$ cat src/rtl/lzrts_pkg.sv
// Package for the LZ reference token serializer.
// Holds the opcodes, register indexes, queue command type and sizing constants.
// No dependencies.
`timescale 1ns / 1ps
package lzrts_pkg;

    localparam int PosBits   = 32;
    localparam int FieldBits = 32;
    localparam int WidthBits = 3;
    localparam int StepBits  = 4;
    localparam int QueueDepth = 4;
    localparam int QueuePtrBits = $clog2(QueueDepth);
    localparam int TdataBits = 136;

    localparam logic [WidthBits-1:0] MaxWidth = 3'd4;
    localparam logic [7:0] Marker = 8'h01;
    localparam logic [StepBits-1:0] HeaderLastStep = 4'd8;

    localparam logic [1:0] OP_TEXT  = 2'd0;
    localparam logic [1:0] OP_REF   = 2'd1;
    localparam logic [1:0] OP_START = 2'd2;

    localparam logic REG_REF_BYTES = 1'b0;
    localparam logic REG_LEN_BYTES = 1'b1;

    typedef enum logic [1:0] {
        CMD_TEXT,
        CMD_HEADER,
        CMD_REF
    } cmd_kind_t;

    // One queued command: a text byte, a header (total length in val_a)
    // or a reference (source in val_a, length in val_b).
    typedef struct packed {
        cmd_kind_t            kind;
        logic [7:0]           text_byte;
        logic [FieldBits-1:0] val_a;
        logic [FieldBits-1:0] val_b;
    } cmd_t;

endpackage

$ cat src/rtl/lz_reference_token_serializer_core.sv
// LZ reference token serializer, top level with width registers.
// Accepted items pass through the queue, then the registered output stage.
// Output: one byte per cycle while m_tready is high and the queue holds data;
// a text item gives 1 byte, a reference 1+ref+len, a start 9; a 4-entry queue
// lets input be taken every cycle while it has room.
// Async active-low reset clears positions, queue and output; widths reset to 4.
`timescale 1ns / 1ps
module lz_reference_token_serializer_core (
    input  logic                            clk,
    input  logic                            rst_n,
    input  logic                            s_tvalid,
    output logic                            s_tready,
    // text_byte, ref_source, ref_length, ref_target, total_length
    input  logic [lzrts_pkg::TdataBits-1:0] s_tdata,
    // opcode
    input  logic [1:0]                      s_tuser,
    output logic                            m_tvalid,
    input  logic                            m_tready,
    // out_byte
    output logic [7:0]                      m_tdata,
    output logic                            m_tlast,
    input  logic                            cfg_we,
    input  logic                            cfg_index,
    input  logic [lzrts_pkg::WidthBits-1:0] cfg_data
);
    import lzrts_pkg::*;

    logic [WidthBits-1:0] ref_bytes_reg;
    logic [WidthBits-1:0] ref_bytes_next;
    logic [WidthBits-1:0] len_bytes_reg;
    logic [WidthBits-1:0] len_bytes_next;
    logic [WidthBits-1:0] cfg_clamped;
    logic                 push;
    logic                 pop;
    logic                 empty;
    logic                 full;
    cmd_t                 push_cmd;
    cmd_t                 head;

    // hold widths above the maximum at the maximum
    assign cfg_clamped = (cfg_data > MaxWidth) ? MaxWidth : cfg_data;

    always_comb
    begin
        ref_bytes_next = ref_bytes_reg;
        len_bytes_next = len_bytes_reg;
        if (cfg_we)
        begin
            case (cfg_index)
                REG_REF_BYTES: ref_bytes_next = cfg_clamped;
                REG_LEN_BYTES: len_bytes_next = cfg_clamped;
                default:       ref_bytes_next = ref_bytes_reg;
            endcase
        end
    end

    always_ff @(posedge clk or negedge rst_n)
    begin
        if (!rst_n)
        begin
            ref_bytes_reg <= MaxWidth;
            len_bytes_reg <= MaxWidth;
        end
        else
        begin
            ref_bytes_reg <= ref_bytes_next;
            len_bytes_reg <= len_bytes_next;
        end
    end

    lzrts_front u_front (
        .clk          (clk),
        .rst_n        (rst_n),
        .in_valid     (s_tvalid),
        .in_ready     (s_tready),
        .opcode       (s_tuser),
        .text_byte    (s_tdata[7:0]),
        .ref_source   (s_tdata[39:8]),
        .ref_length   (s_tdata[71:40]),
        .ref_target   (s_tdata[103:72]),
        .total_length (s_tdata[135:104]),
        .ref_bytes    (ref_bytes_reg),
        .len_bytes    (len_bytes_reg),
        .queue_full   (full),
        .push         (push),
        .cmd          (push_cmd)
    );

    lzrts_queue u_queue (
        .clk      (clk),
        .rst_n    (rst_n),
        .push     (push),
        .push_cmd (push_cmd),
        .pop      (pop),
        .head     (head),
        .empty    (empty),
        .full     (full)
    );

    lzrts_back u_back (
        .clk       (clk),
        .rst_n     (rst_n),
        .head      (head),
        .empty     (empty),
        .pop       (pop),
        .ref_bytes (ref_bytes_reg),
        .len_bytes (len_bytes_reg),
        .out_valid (m_tvalid),
        .out_ready (m_tready),
        .out_byte  (m_tdata),
        .out_last  (m_tlast)
    );

endmodule

$ cat src/rtl/lzrts_front.sv
// Front end: accepts input items, tracks text and resume positions,
// and pushes byte, header and reference commands into the queue. Uses lzrts_pkg.
`timescale 1ns / 1ps
module lzrts_front (
    input  logic                            clk,
    input  logic                            rst_n,
    input  logic                            in_valid,
    output logic                            in_ready,
    input  logic [1:0]                      opcode,
    input  logic [7:0]                      text_byte,
    input  logic [lzrts_pkg::FieldBits-1:0] ref_source,
    input  logic [lzrts_pkg::FieldBits-1:0] ref_length,
    input  logic [lzrts_pkg::FieldBits-1:0] ref_target,
    input  logic [lzrts_pkg::FieldBits-1:0] total_length,
    input  logic [lzrts_pkg::WidthBits-1:0] ref_bytes,
    input  logic [lzrts_pkg::WidthBits-1:0] len_bytes,
    input  logic                            queue_full,
    output logic                            push,
    output lzrts_pkg::cmd_t                 cmd
);
    import lzrts_pkg::*;

    logic [PosBits-1:0] text_pos_reg;
    logic [PosBits-1:0] text_pos_next;
    logic [PosBits-1:0] resume_pos_reg;
    logic [PosBits-1:0] resume_pos_next;
    logic               accept;
    logic [StepBits-1:0] threshold;
    logic [PosBits:0]   ref_end;

    assign in_ready  = !queue_full;
    assign accept    = in_valid && in_ready;
    assign threshold = 4'd1 + {1'b0, ref_bytes} + {1'b0, len_bytes};
    assign ref_end   = {1'b0, ref_target} + {1'b0, ref_length};

    always_comb
    begin
        text_pos_next   = text_pos_reg;
        resume_pos_next = resume_pos_reg;
        push            = 1'b0;
        cmd.kind        = CMD_TEXT;
        cmd.text_byte   = text_byte;
        cmd.val_a       = ref_source;
        cmd.val_b       = ref_length;
        case (opcode)
            OP_TEXT:
            begin
                push = accept && (text_pos_reg >= resume_pos_reg);
                if (accept && (text_pos_reg != {PosBits{1'b1}}))
                begin
                    text_pos_next = text_pos_reg + 1'b1;
                end
            end
            OP_REF:
            begin
                cmd.kind = CMD_REF;
                // drop references too short to pay for their token
                if (accept && (ref_length > {{(FieldBits-StepBits){1'b0}}, threshold}))
                begin
                    push            = 1'b1;
                    resume_pos_next = ref_end[PosBits] ? {PosBits{1'b1}}
                                                       : ref_end[PosBits-1:0];
                end
            end
            OP_START:
            begin
                cmd.kind  = CMD_HEADER;
                cmd.val_a = total_length;
                push      = accept;
                if (accept)
                begin
                    text_pos_next   = '0;
                    resume_pos_next = '0;
                end
            end
            default:
            begin
                push = 1'b0;
            end
        endcase
    end

    always_ff @(posedge clk or negedge rst_n)
    begin
        if (!rst_n)
        begin
            text_pos_reg   <= '0;
            resume_pos_reg <= '0;
        end
        else
        begin
            text_pos_reg   <= text_pos_next;
            resume_pos_reg <= resume_pos_next;
        end
    end

endmodule

$ cat src/rtl/lzrts_queue.sv
// Short command queue between front end and serializer.
// Register-based FIFO of cmd_t entries with a look-ahead head. Uses lzrts_pkg.
`timescale 1ns / 1ps
module lzrts_queue (
    input  logic            clk,
    input  logic            rst_n,
    input  logic            push,
    input  lzrts_pkg::cmd_t push_cmd,
    input  logic            pop,
    output lzrts_pkg::cmd_t head,
    output logic            empty,
    output logic            full
);
    import lzrts_pkg::*;

    cmd_t                    mem_reg [QueueDepth];
    logic [QueuePtrBits-1:0] wr_ptr_reg;
    logic [QueuePtrBits-1:0] wr_ptr_next;
    logic [QueuePtrBits-1:0] rd_ptr_reg;
    logic [QueuePtrBits-1:0] rd_ptr_next;
    logic [QueuePtrBits:0]   count_reg;
    logic [QueuePtrBits:0]   count_next;
    logic                    do_push;
    logic                    do_pop;

    assign empty   = (count_reg == '0);
    assign full    = (count_reg == QueueDepth[QueuePtrBits:0]);
    assign do_push = push && !full;
    assign do_pop  = pop && !empty;
    assign head    = mem_reg[rd_ptr_reg];

    always_comb
    begin
        wr_ptr_next = do_push ? wr_ptr_reg + 1'b1 : wr_ptr_reg;
        rd_ptr_next = do_pop ? rd_ptr_reg + 1'b1 : rd_ptr_reg;
        count_next  = count_reg;
        if (do_push && !do_pop)
        begin
            count_next = count_reg + 1'b1;
        end
        else if (do_pop && !do_push)
        begin
            count_next = count_reg - 1'b1;
        end
    end

    always_ff @(posedge clk)
    begin
        if (do_push)
        begin
            mem_reg[wr_ptr_reg] <= push_cmd;
        end
    end

    always_ff @(posedge clk or negedge rst_n)
    begin
        if (!rst_n)
        begin
            wr_ptr_reg <= '0;
            rd_ptr_reg <= '0;
            count_reg  <= '0;
        end
        else
        begin
            wr_ptr_reg <= wr_ptr_next;
            rd_ptr_reg <= rd_ptr_next;
            count_reg  <= count_next;
        end
    end

endmodule

$ cat src/rtl/lzrts_back.sv
// Serializer: walks the queue head into a registered output stage with
// last marking, one byte per cycle unless stalled. Uses lzrts_pkg.
`timescale 1ns / 1ps
module lzrts_back (
    input  logic                            clk,
    input  logic                            rst_n,
    input  lzrts_pkg::cmd_t                 head,
    input  logic                            empty,
    output logic                            pop,
    input  logic [lzrts_pkg::WidthBits-1:0] ref_bytes,
    input  logic [lzrts_pkg::WidthBits-1:0] len_bytes,
    output logic                            out_valid,
    input  logic                            out_ready,
    output logic [7:0]                      out_byte,
    output logic                            out_last
);
    import lzrts_pkg::*;

    logic [StepBits-1:0] step_reg;
    logic [StepBits-1:0] step_next;
    logic                valid_reg;
    logic                valid_next;
    logic [7:0]          byte_reg;
    logic [7:0]          byte_next;
    logic                last_reg;
    logic                last_next;
    logic                load;
    logic [StepBits-1:0] last_step;
    logic [StepBits-1:0] src_idx;
    logic [StepBits-1:0] len_idx;
    logic                at_last;
    logic [7:0]          cur_byte;

    function automatic logic [7:0] pick_byte(input logic [FieldBits-1:0] v,
                                             input logic [1:0] idx);
        pick_byte = v[idx*8 +: 8];
    endfunction

    assign load    = !valid_reg || out_ready;
    assign src_idx = {1'b0, ref_bytes} - step_reg;
    assign len_idx = {1'b0, ref_bytes} + {1'b0, len_bytes} - step_reg;
    assign at_last = (step_reg == last_step);

    always_comb
    begin
        case (head.kind)
            CMD_TEXT:
            begin
                last_step = '0;
                cur_byte  = head.text_byte;
            end
            CMD_HEADER:
            begin
                last_step = HeaderLastStep;
                if (step_reg == HeaderLastStep)
                begin
                    cur_byte = {1'b0, ref_bytes, 1'b0, len_bytes};
                end
                else if (step_reg[2])
                begin
                    // low half of the 8-byte length, MSB first
                    cur_byte = pick_byte(head.val_a, ~step_reg[1:0]);
                end
                else
                begin
                    cur_byte = 8'h00;
                end
            end
            CMD_REF:
            begin
                last_step = {1'b0, ref_bytes} + {1'b0, len_bytes};
                if (step_reg == '0)
                begin
                    cur_byte = Marker;
                end
                else if (step_reg <= {1'b0, ref_bytes})
                begin
                    cur_byte = pick_byte(head.val_a, src_idx[1:0]);
                end
                else
                begin
                    cur_byte = pick_byte(head.val_b, len_idx[1:0]);
                end
            end
            default:
            begin
                last_step = '0;
                cur_byte  = 8'h00;
            end
        endcase
    end

    always_comb
    begin
        step_next  = step_reg;
        valid_next = valid_reg;
        byte_next  = byte_reg;
        last_next  = last_reg;
        pop        = 1'b0;
        if (load)
        begin
            valid_next = !empty;
            if (!empty)
            begin
                byte_next = cur_byte;
                last_next = at_last;
                if (at_last)
                begin
                    pop       = 1'b1;
                    step_next = '0;
                end
                else
                begin
                    step_next = step_reg + 1'b1;
                end
            end
        end
    end

    always_ff @(posedge clk or negedge rst_n)
    begin
        if (!rst_n)
        begin
            step_reg  <= '0;
            valid_reg <= 1'b0;
        end
        else
        begin
            step_reg  <= step_next;
            valid_reg <= valid_next;
        end
    end

    always_ff @(posedge clk)
    begin
        byte_reg <= byte_next;
        last_reg <= last_next;
    end

    assign out_valid = valid_reg;
    assign out_byte  = byte_reg;
    assign out_last  = last_reg;

endmodule

$ cat config.mk
export PLATFORM = sky130hd
export DESIGN_NAME = lz_reference_token_serializer_core
export DESIGN_NICKNAME = d
export VERILOG_FILES = /design/src/rtl/lzrts_pkg.sv /design/src/rtl/lz_reference_token_serializer_core.sv /design/src/rtl/lzrts_front.sv /design/src/rtl/lzrts_queue.sv /design/src/rtl/lzrts_back.sv
export SDC_FILE = /design/constraint.sdc
export NUM_CORES = 1
export LEC_CHECK = 0
export BUFFER_PORTS_ARGS = -buffer_cell sky130_fd_sc_hd__buf_2
export CAP_MARGIN = 10
export CORE_ASPECT_RATIO = 0.7
export CORE_MARGIN = 4
export CORE_UTILIZATION = 30
export CTS_CLUSTER_DIAMETER = 80
export DETAILED_ROUTE_END_ITERATION = 7
export PLACE_DENSITY_LB_ADDON = 0.3
export SYNTH_ARGS = -nofsm -noshare
export SYNTH_HDL_FRONTEND = slang
export SYNTH_SLANG_ARGS = --single-unit
$ cat constraint.sdc
create_clock -name clk -period 6.8 [get_ports clk]
set_input_delay 1.36 -clock clk [delete_from_list [all_inputs] [get_ports clk]]
set_output_delay 1.36 -clock clk [all_outputs]
set_load 0.01 [all_outputs]
# ---- Word level (Yosys, flattened, before mapping)
# Memories as Yosys holds them, arrays and structs flattened.
# Index checks and enable logic that the tools add are counted.
dict set report totals {
  reg_bits 91
  ram_bits 296
  in_bits 147
  word_cells 96
  memories 1
}
dict set report op_classes {
  addsub 12
  magnitude_cmp 4
  n_eq_ne 11
  shifts 3
  mux 25
  n_bitwise 3
  n_reduce_logical 26
}
# memory words width read_ports rd_ports_with_merged_regs wr line_no
set memory_table {}
lappend memory_table {u_queue.mem_reg 4 74 1 0 1 lzrts_queue.sv:16} ;# cmd_t mem_reg [QueueDepth];
# operator count
set ops {}
lappend ops {{2-to-1 mux 32 bit} 5}
lappend ops {{one-hot mux 32 bit (2 select lines)} 2}
lappend ops {{variable part select 32 x 6 -> 8 bit} 3}
lappend ops {{adder 32 x 32 -> 33 bit} 1}
lappend ops {{adder 32 x 1 -> 32 bit (second input constant)} 1}
lappend ops {{greater-or-equal comparator 32 bit} 1}
lappend ops {{greater-than comparator 32 x 4 -> 1 bit} 1}
lappend ops {{2-to-1 mux 8 bit} 4}
lappend ops {{inequality test 32 bit (second input constant)} 1}
lappend ops {{one-hot mux 8 bit (3 select lines)} 1}
lappend ops {{2-to-1 mux 3 bit} 3}
lappend ops {{logical AND 1 bit} 8}
lappend ops {{one-hot mux 4 bit (2 select lines)} 1}
lappend ops {{2-to-1 mux 1 bit} 6}
lappend ops {{inequality test 2 x 1 -> 1 bit (second input constant)} 3}
lappend ops {{AND reduction 2 bit} 3}
lappend ops {{AND reduction 3 bit} 2}
lappend ops {{nonzero test 2 bit} 3}
lappend ops {{logical NOT 1 bit} 5}
lappend ops {{adder 1 x 3 -> 4 bit (first input constant)} 1}
lappend ops {{adder 2 x 1 -> 2 bit (second input constant)} 2}
lappend ops {{adder 3 x 3 -> 4 bit} 1}
lappend ops {{adder 4 x 1 -> 4 bit (second input constant)} 1}
lappend ops {{adder 4 x 3 -> 4 bit} 1}
lappend ops {{19 further kinds} 24}

# ---- Longest topological paths before layout
# Gate-level depths: netlist of the first run.
dict set report logic_depth {
  depth_word 11
  ltp_mapped 19
  ltp_nobuf 18
}

# ---- Modules after synthesis
# From an unflattened synthesis of the first run, not the netlist that was laid out.
dict set report unflattened {
  cells_unflattened 1357
  hier_area_um2 19771.5
}
# module n_inst cells_per_inst area_each_um2 seq_area_each_um2
set modules_own_cells {}
lappend modules_own_cells {lzrts_queue 1 423 11141.9 9063.7}
lappend modules_own_cells {lzrts_front 1 757 6510.0 1601.5}
lappend modules_own_cells {lzrts_back 1 161 1855.5 395.4}
lappend modules_own_cells {lz_reference_token_serializer_core 1 16 264.0 152.6}

# ---- Worst setup path after synthesis of the first run
# No wires, ideal clock.
dict set report synth_timing {
  path_kind {input -> register}
  startpoint {input port s_tdata[41] in the netlist's numbering}
  endpoint {memory u_queue.mem_reg[0][0] in the netlist's numbering (enable)}
  t_arrival_ns 4.313
  path_slack_ns 2.047
  path_stages 10
  n_path_buf 0
  path_cell_list {ha_1 -> nor2b_1 -> o21a_1 -> o21a_1 -> o21ai_1 -> nand2_1 -> a21o_1 -> o21ai_0 -> nor2_1 -> and2_1}
}
dict set report synth_via {
  elab_chain_cells 7
}
# item line_no
set synth_lines {}
lappend synth_lines {{start, declared} lz_reference_token_serializer_core.sv:14} ;# input logic [lzrts_pkg::TdataBits-1:0] s_tdata,
lappend synth_lines {{greater-than comparator 32 x 4 -> 1 bit} lzrts_front.sv:58} ;# if (accept && (ref_length > {{(FieldBits-StepBits){1'b0}}, threshold}))
lappend synth_lines {{logical AND 1 bit} lzrts_front.sv:58}
lappend synth_lines {{2-to-1 mux 1 bit} lzrts_front.sv:58}
lappend synth_lines {{one-hot mux 1 bit (3 select lines)} lzrts_front.sv:45} ;# case (opcode)
lappend synth_lines {{logical AND 1 bit} lzrts_queue.sv:28} ;# assign do_push = push && !full;
lappend synth_lines {{named net u_queue.do_push} lzrts_queue.sv:23} ;# logic do_push;
lappend synth_lines {{2-to-1 mux 1 bit} lzrts_queue.sv:49} ;# if (do_push)
lappend synth_lines {{2-to-1 mux 1 bit (implied by the code)} lzrts_queue.sv:51} ;# mem_reg[wr_ptr_reg] <= push_cmd;
lappend synth_lines {{end, declared} lzrts_queue.sv:16}
# The timed path passes the listed nets, and every way through them passes these cells.

# ---- Worst setup path after layout of the first run
dict set report layout_timing {
  startpoint {input port s_tdata[40] in the netlist's numbering}
  endpoint {register u_front.resume_pos_reg[18]}
}
dict set report layout_via {
  elab_chain_cells 4
}
# item line_no
set layout_lines {}
lappend layout_lines {{adder 32 x 32 -> 33 bit / greater-than comparator 32 x 4 -> 1 bit (equally long branches)} {lzrts_front.sv:34, lzrts_front.sv:58}}
lappend layout_lines {{2-to-1 mux 32 bit / logical AND 1 bit (equally long branches)} {lzrts_front.sv:61, lzrts_front.sv:58}}
lappend layout_lines {{2-to-1 mux 32 bit / inequality test 2 x 1 -> 1 bit (equally long branches)} n/a}
lappend layout_lines {{one-hot mux 32 bit (2 select lines) / AND reduction 3 bit (equally long branches)} n/a}
lappend layout_lines {{end signal, assigned} lzrts_front.sv:93} ;# resume_pos_reg <= resume_pos_next;
lappend layout_lines {{end, declared} lzrts_front.sv:25} ;# logic [PosBits-1:0] resume_pos_reg;
# Several ways; a longest one is shown, not always the timed one. The select of a mux whose other input is x is not followed.
# A chain may end at the register's enable or synchronous reset.

==> results of run 1 <==
## per-stage QoR
stage	total power [mW]	setup WS, ns
after CTS	7.460	2.427
after detailed placement	5.367	1.869
after global placement	5.325	1.993
after floorplan	4.657	2.047
final	7.342	2.450
after global routing	7.781	2.055
## power by group through the flow
stage | clock network (mW) | logic [mW] | registers, mW
final | 2.07 | 2.26 | 3.02
after detailed placement | 0 | 2.29 | 3.07
after floorplan | 0 | 1.72 | 2.93
after global routing | 2.23 | 2.49 | 3.05
after CTS | 2.13 | 2.30 | 3.02
after global placement | 0 | 2.26 | 3.07
## worst max-delay path, stage by stage
cell	delay [ns]
buf_2	0.17
ha_1	0.23
inv_1	0.07
fa_1	0.37
nand2b_1	0.19
a21oi_1	0.26
o211ai_1	0.23
a21boi_1	0.23
o21ai_1	0.13
a21oi_1	0.32
o22a_1	0.96
nor2_1	0.15
o21ai_1	0.16
## synthesized netlist by cell type (6+ instances only)
cell type / count / area share (%)
a211oi_2: 6 / 0.39
a21o_1: 28 / 1.1
a21oi_1: 53 / 1.4
a31oi_1: 8 / 0.26
and2_1: 8 / 0.26
and3_1: 15 / 0.49
and4_1: 8 / 0.37
buf_2: 12 / 0.31
clkbuf_1: 24 / 0.47
dfrtp_1: 80 / 10
edfxtp_1: 305 / 48
ha_1: 94 / 6.1
inv_1: 64 / 1.3
mux2_2: 36 / 2.1
mux2i_1: 9 / 0.47
mux4_2: 98 / 12
nand2_1: 86 / 1.7
nand2b_1: 11 / 0.36
nand3_1: 27 / 0.71
nand4_1: 19 / 0.62
nor2_1: 92 / 1.8
nor2b_1: 9 / 0.29
nor3_1: 12 / 0.31
nor4_1: 11 / 0.36
o21ai_0: 30 / 0.78
o21ai_1: 37 / 0.97
xnor2_1: 19 / 0.87
xor2_1: 40 / 1.8
## metal layers
layer / part of all wire [%] / vias to the layer above / global-route usage, %
li1: - / 5462 / -
met1: 49 / 5931 / 22.17
met2: 44 / 240 / 21.96
met3: 5.2 / 71 / 2.981
met4: 2.1 / 12 / 4.036
met5: 0.12 / - / 0
## cell type report
cell class,instances,area (um^2),area share (%)
sequential,387,11220,50.78
clock buffer,52,1077,4.877
multi-input combinational,833,7480,33.86
inverter,65,244.0,1.104
tap,829,1037,4.695
timing repair buffer,171,893.4,4.044
clock inverter,23,141.4,0.6400
## cells by family after synthesis
kind of cell | Yosys count
DFF | 387
and+or+nand+nor | 319
AOI/OAI and AO/OA | 212
muxes | 143
buffers and inverters | 112
adders and majority gates | 98
xor gates and xnor gates | 61
## worst max path at each step
stage	startpoint	end	slack, ns	cells after the start
after floorplan	s_tdata[41]	u_queue.mem_reg[0][0]	2.05	10
after global placement	s_tdata[40]	u_front.resume_pos_reg[26]	1.99	13
after detailed placement	s_tdata[40]	u_front.resume_pos_reg[26]	1.87	13
after CTS	u_queue.rd_ptr_reg[0]	u_queue.count_reg[1]	2.43	13
after global routing	s_tdata[40]	u_front.resume_pos_reg[8]	2.06	13
final	s_tdata[40]	u_front.resume_pos_reg[18]	2.45	13
==> flow_results.org, run 1 <==
** Min path
- Hold path startpoint :: u_front.resume_pos_reg[14]
- Counting instances, the worst hold path has a depth of 2.
- The worst hold path terminates at u_front.resume_pos_reg[14].
- Worst hold path type :: reg -> reg

** Routing
- Routed wire length :: 49,790 um
- DR vias/cell :: roughly 5
- Dividing the detail-routed wire length by the instance count gives 21.10 um.
- The final route contains ~12,000 vias.
- After the first detailed-routing iteration, the DRC count stood at approximately 900.
- The count of nets left with antenna violations once routing finished came out at 0.
- In the routed design, unresolved DRC markers number 0.
- Pre-antenna DRT Iters :: 5

** Synth
- Portion of netlist area occupied by mux cells :: 14.11%
- Async SR Flop Fraction :: 21.19%
- Post-synthesis simple-gate area fraction :: about 8.2%
- Synth Area in XOR/XNOR :: 2.868%
- In the synthesized netlist the dominant register cell turns out to be edfxtp_1.
- In this run the mean area of a mapped cell was ~14 um^2.
- Dominant combinational cell family by area after synthesis :: multiplexers
- Number of warnings issued by yosys :: 0
- Number of enable-type register cells in the synthesized netlist :: 305
- Gate count of the mapped netlist :: 1,332
- Post-Synth Adder-Cell Area :: approximately 6.6%
- Summing the areas of all compound-gate instances in the mapped netlist gives 7.271% of the synthesized area.
- Sequential-to-total area share from yosys stat :: between 50% and 60%
- Total nets after synthesis :: approximately 1,600
- Number of distinct library cells after synthesis :: 75
- Number of synthesized register bits :: 387
- Summing every instance area after synthesis gives roughly 19,000 um^2.

** Placement
- Number of instances in the placed design :: 2,285
- After legalization and detailed placement, the total HPWL measured 35,780 um.
- Once placement finished, the instance area stood at 20,870 um^2.
- During placement, the flow inserted port buffers numbering between 150 and 200.
- The congestion estimate from routability-driven global placement came to 0.8424.

** Setup path
- The endpoint identified for the worst register-to-register timing path is u_queue.count_reg[1].
- Along the worst path, the maximum fanout reaches 30.
- Critical path data required time :: approximately 7.3 ns
- STA puts the critical path data arrival time at 4.84 ns.
- Start of the worst register-to-register path :: u_queue.rd_ptr_reg[0]
- The number of cells on the worst reg-to-reg path is 13.
- Setup Crit Path Kind :: in -> reg
- Critical path endpoint category :: flip-flop
- In this run the register-to-register setup slack is 2.50 ns.
- Startpoint types :: primary input

** Clocking
- Post-cts sizing count :: 0
- Number of buffers added by the clock tree synthesis step :: 41
- Worst-skew pair later-pin latency :: 0.57 ns
- The H-tree was split into 2 levels.
- TritonCTS Sinks :: 387
- Clock tree synthesis selected as its root buffer the cell clkbuf_16.
- Clk buf depth :: 3
- TritonCTS built the clock tree.
- Total of hold buffers inserted after clock tree synthesis :: 0
- Clock-pin transition on the worst setup and hold timing paths :: 0.06 ns
- After clock tree synthesis, the setup repair step added 0 buffers.

** Timing
- Highest Clock Rate :: between 200 and 250 MHz
- Setup TNS :: 0 ns
- Worst setup skew after layout :: 0.02392 ns
- For the pin with the worst max-slew slack, the measured transition is 1.124 ns.
- Measured against its own limit, the worst slew margin works out to 25.04%.
- Setup violators final :: 0
- In the finished design, the share of the clock period the worst path needs comes to 63.97%.
- The final count of hold timing violations was 0.
- WHS :: 0.4822 ns
- Setup repair after global routing left no endpoint under its margin.
- The max-slew violation total from the final report came to 0.
- The worst path needs 4.350 ns of the cycle, external delays included.

** Floorplan
- Starting density of the core :: 30.31%
- The core region is ~63,000 um^2.
- Die Span X :: 310.0 um
- Cell row count :: 77
- Die extent in y :: about 220 um
- 158 I/O pins were placed.
- Total die area :: between 60,000 and 70,000 um^2

** Global route
- Summed over all layers, the global routing overflow is 0.
- Vias in the first global route :: 12,077
- Pin count of the biggest net entering global routing :: 54
- In the global route stage, overall resource usage came out at 14.85%.
- Initial antenna violation count :: 9
- The first global-routing pass estimated between 70,000 and 80,000 um of wire.

** Finish
- At the end of the flow, the number of nets in the layout was about 1,700.
- The register with the most flip-flops in the layout has approximately 300 of them.
- Cells with a size suffix above 1 make up 25.93% of the layout.
- Measured on the finished design, the core utilization comes to between 30% and 40%.
- The library cells used most frequently in the layout, excluding fill and tap cells, are 305 x edfxtp_1, 156 x buf_2, 98 x mux4_2.
- Layout fillers :: 6,109
- Post-layout instance count excluding filler cells :: around 2,400
- Most common cell after layout, fill and taps aside :: edfxtp_1
- Compared with the post-synthesis result, the final layout area differs by 15.34%.
- Final Instance Area :: 22,090 um^2
- The number of antenna diodes in the final layout is 0.

** Power
- For this design the total switching power over the nets is approximately 2.4 mW.
- Logic pwr share :: 30.8%
- For this design the static power due to leakage is 8.289 nW.
- Net switching is 32.02% of the power.
- Per report_power, the sequential group accounts for a little over 40% of the total.
- Per report_power, the clock group accounts for between 20% and 30% of the total.
- In this run the power density over the cells is 332.3 nW/um^2.
- The internal portion of the total power is around 5 mW.
- The worst-case IR drop observed on VDD is between 150 and 200 uV.

** Outcome
- The run finished with clean final reports.

** Flow run
- Across the run, the number of max-cap violations was 0.
No activity file was read; power rests on OpenSTA's default activity.
==> run 2: changes to the inputs <==
Settings changed: ABC_AREA set to 1.
Clock period 6.8 ns to 3.98 ns, I/O delays scaled along.
==> run 2 against run 1 <==
Worst hold slack worse by 0.11 ns. Wire length up 29%. Global-route usage increased by 2.6 points. Sequential share of layout area is 4.0 points lower. Final area is 8.5% higher. Clock skew shrank 0.0076 ns.
==> flow_results.org, run 2 <==
** Synth
- Number of synthesized register bits :: 387 (unchanged)
- Number of distinct library cells after synthesis :: 47 (was 75)
- Leading post-synthesis cells by cell area: edfxtp_1 44%, nand2_1 14%, dfrtp_1 9.7% (was edfxtp_1 48%, mux4_2 12%, dfrtp_1 10%).
- The sequential area share after synthesis came to 54.28% (was 58.54%).
- Async SR Flop Fraction :: 21.19% (unchanged)
- The share of Yosys cell area claimed by the top area cell type was 44.34% (was 47.82%).
- The cell area after synthesis came to 20,660 um^2 (was 19,150 um^2).
- The count of flip-flops with a built-in enable after synthesis came to 305 (unchanged).
- The largest area contributor in the netlist is edfxtp_1 (unchanged).
- Commonest cells in the netlist: 770 x nand2_1, 305 x edfxtp_1, 205 x nand3_1, 173 x inv_1, 154 x a21oi_1 (was 305 x edfxtp_1, 98 x mux4_2, 94 x ha_1, 92 x nor2_1, 86 x nand2_1).
- Number of warnings issued by yosys :: 0 (unchanged)
- Most frequently used cell type in the post-synthesis netlist :: nand2_1 (was edfxtp_1)
- The cell count after synthesis came to 2,322 (was 1,332).
- The net count after synthesis is 2,567 (was 1,577).
- The synthesized area per cell came to 8.896 um^2 (was 14.38 um^2).
- Top FF cell, synth :: edfxtp_1 (unchanged)

** Power
- The peak supply drop was 340.2 uV (was 161.1 uV).
- The power per cell area is 614.6 nW/um^2 (was 332.3 nW/um^2).
- The total net switching power was 5.903 mW (was 2.351 mW).
- Total power after layout :: 14.73 mW (was 7.342 mW)
- Logic pwr share :: 38.0% (was 30.8%)
- The fraction of power consumed by sequential logic was 35.5% (was 41.1%).
- Internal power of the cells :: 8.823 mW (was 4.991 mW)
- The proportion of power drawn by the clock network is 26.5% (was 28.2%).
- The net switching share of the total power came to 40.08% (was 32.02%).
- The leakage power total was 9.997 nW (was 8.289 nW).

** Floorplan
- The chip width is 321.6 um (was 310.0 um).
- Cell row count :: 80 (was 77)
- The die footprint came to 73,190 um^2 (was 68,020 um^2).
- Core Area :: 68,170 um^2 (was 63,200 um^2)
- Starting density of the core :: 30.30% (was 30.31%)
- IO Count :: 158 (unchanged)
- The height of the chip came to 227.5 um (was 219.4 um).

** Timing
- The final count of hold timing violations was 0 (unchanged).
- The final clock skew is 0.01632 ns (was 0.02392 ns).
- RSZ-0062 raised after global routing :: no (unchanged)
- Worst slew slack as a fraction of its limit :: 31.90% (was 25.04%)
- Highest Clock Rate :: 270.7 MHz
- Fin. max-slew vios :: 0 (unchanged)
- Period minus WS final :: between 3 and 4 ns
- The setup violation total in the final timing report is 0 (unchanged).
- Tcrit/Tclk final :: 92.82%
- The slew of the pin with the lowest slew margin was 1.021 ns (was 1.124 ns).
- Final worst setup slack :: 0.2858 ns (was 2.450 ns)

** Finish
- Final Instance Area :: 23,960 um^2 (was 22,090 um^2)
- Layout fillers :: 6,952 (was 6,109)
- Layout cells sized above 1 :: 11.99% (was 25.93%)
- Final core occ :: 35.15% (was 34.95%)
- Most common cell after layout, fill and taps aside :: nand2_1 (was edfxtp_1)
- Leading cell types in the layout, fill and taps excluded: 770 x nand2_1, 305 x edfxtp_1, 205 x nand3_1 (was 305 x edfxtp_1, 156 x buf_2, 98 x mux4_2).
- Nets :: 2,723 (was 1,744)
- Post-layout instance count excluding filler cells :: 3,413 (was 2,360)
- Area grow syn2layout :: 15.98% (was 15.34%)
- The flip-flop count of the largest register after layout is 296 (unchanged).

** Placement
- Number of instances in the placed design :: 3,335 (was 2,285)
- The placed wire-length estimate after detailed placement came to 46,240 um (was 35,780 um).
- Number of port buffers :: 157 (unchanged)
- The worst slack at placement is 0.3412 ns (was 1.869 ns).
- The weighted congestion reported at the end of routability-driven placement came to 0.9387 (was 0.8424).
- The standard cell area after detailed placement is 22,590 um^2 (was 20,870 um^2).

** Routing
- Via Count :: 17,150 (was 11,716)
- Initial DRC Count :: 1,479 (was 899)
- Remaining antenna violation count :: 0 (unchanged)
- DR vias/cell :: 5.025 (was 4.964)
- The average routed wire per standard cell came to 18.82 um (was 21.10 um).
- The DRC violation count after routing was 0 (unchanged).
- The total routed wirelength was 64,240 um (was 49,790 um).
- Pre-antenna DRT Iters :: 6 (was 5)

** Clocking
- The post-cts sizing count was 0 (unchanged).
- Clock-pin transition on the worst setup and hold timing paths :: 0.06 ns (about the same)
- Clock root buffer :: clkbuf_16 (unchanged)
- TritonCTS Sinks :: 387 (unchanged)
- The number of buffers created by CTS came to 43 (was 41).
- The deepest clock path buffer count is 3 (unchanged).
- The TritonCTS clock tree was done (unchanged).
- The maximum level of the CTS H-tree was 2 (unchanged).
- The insertion delay of the later-clocked pin in the worst-skew pair came to 0.58 ns (was 0.57 ns).
- The number of buffers inserted by hold repair at cts is 0 (unchanged).
- Number of buffers inserted by post-CTS setup repair :: 0 (unchanged)

** Global route
- The largest net degree at the start of global routing came to 89 (was 54).
- Global-route wire length before repair :: 98,660 um (was 76,120 um)
- The initial antenna violation count came to 3 (was 9).
- Congestion Overflow GR :: 0 (unchanged)
- Global router's overall resource usage :: 17.41% (was 14.85%)
- Vias in the first global route :: 16,234 (was 12,077)

** Setup path
- The critical path capture point type is a flip-flop (unchanged).
- Critical path data required time :: 4.44 ns (was 7.29 ns)
- The largest driver fanout on the critical path came to 31 (was 30).
- Setup Crit Path Kind :: reg -> reg (was in -> reg)
- The critical path startpoint category is a flip-flop (was primary input).
- The arrival time of the worst setup path is 4.15 ns (was 4.84 ns).

** Outcome
- Outcome: complete, no violations (unchanged).

** Min path
- Worst hold path type :: in -> async (was reg -> reg)

** Flow run
- The max capacitance violation total was 0 (unchanged).
==> run 2: cell types whose count changed after synthesis, sizes merged, moves of 25 or more <==
cell   delta
nand3   +178
inv     +113
a21oi   +101
xor2     -27
nand2   +686
mux2     -35
nor2     +48
mux4     -98
a22oi    +25
o21ai    +66
==> run 2: final timing paths <==
check	start	slack (ns)	to	cells after the start
worst min-delay path	rst_n	0.37	u_front.text_pos_reg[10]	1
worst min register to register	u_front.resume_pos_reg[9]	0.48	u_front.resume_pos_reg[9]	2
min in group clk	m_tready	0.42	u_back.out_valid	2
worst max-delay path	u_queue.rd_ptr_reg[0]	0.29	u_queue.count_reg[1]	17
worst max register to register	u_queue.rd_ptr_reg[0]	0.29	u_queue.count_reg[1]	17
max in group asynchronous	rst_n	2.82	u_front.resume_pos_reg[27]	2
==> run 2: stage by stage <==
| step | hold WS (ns) | TNS (ns) |
|---|---|---|
| after global placement | 0.4718 | 0 |
| final | 0.3692 | 0 |
| after CTS | 0.3775 | 0 |
| after floorplan | 0.4488 | -151.32 |
| after global routing | 0.4021 | 0 |
| after detailed placement | 0.4708 | 0 |
==> run 2: cell families after synthesis <==
logic type      Yosys count  share of synthesized area [%]
compound gates          345                          9.188
xor+xnor                 24                          1.090
fa+ha+maj                98                          6.081
buf+inv                 260                          5.112
flops                   387                          54.28
mux                       1                        0.05451
simple gates           1207                          24.19
==> run 2: final cells by class <==
type                    count  area (um^2)  area share, %
clock buffers              57         1159          4.836
clock inverters            20        203.9         0.8513
flip-flops and latches    387        11220          46.82
diodes                      1        2.502        0.01044
inverters                 179        674.4          2.815
well taps                 902         1129          4.711
multi-input cells        1675         8421          35.15
repair buffers            192         1151          4.805
==> run 2: power by group through the flow <==
stage                     registers [mW]  clock network [mW]  logic [mW]
after floorplan                     5.14                   0        3.68
after global placement              5.29                   0        5.48
after detailed placement            5.30                   0        5.55
after CTS                           5.23                4.02        5.58
after global routing                5.27                4.18        6.26
final                               5.23                3.91        5.59
==> run 2: routing by layer <==
layer | global-route usage [%] | up-vias | routed length, um
li1 | - | 8184 | -
met2 | 24.97 | 617 | 25880
met5 | 0 | - | 19
met3 | 2.755 | 89 | 4738
met1 | 27.39 | 8256 | 32410
met4 | 3.827 | 4 | 1190
==> run 2: critical path, cell delays in order (launching register included) <==
cell,delay [ns]
dfrtp_4,0.64
inv_4,0.14
nand2_1,0.06
a32oi_1,0.32
inv_1,0.12
ha_1,0.32
nand2_1,0.08
a21oi_1,0.12
o21ai_0,0.13
xor2_1,0.16
nor2_1,0.09
nand3_1,0.16
nor2_1,0.19
inv_1,0.06
ha_1,0.19
inv_1,0.09
fa_1,0.42
mux2_2,0.27
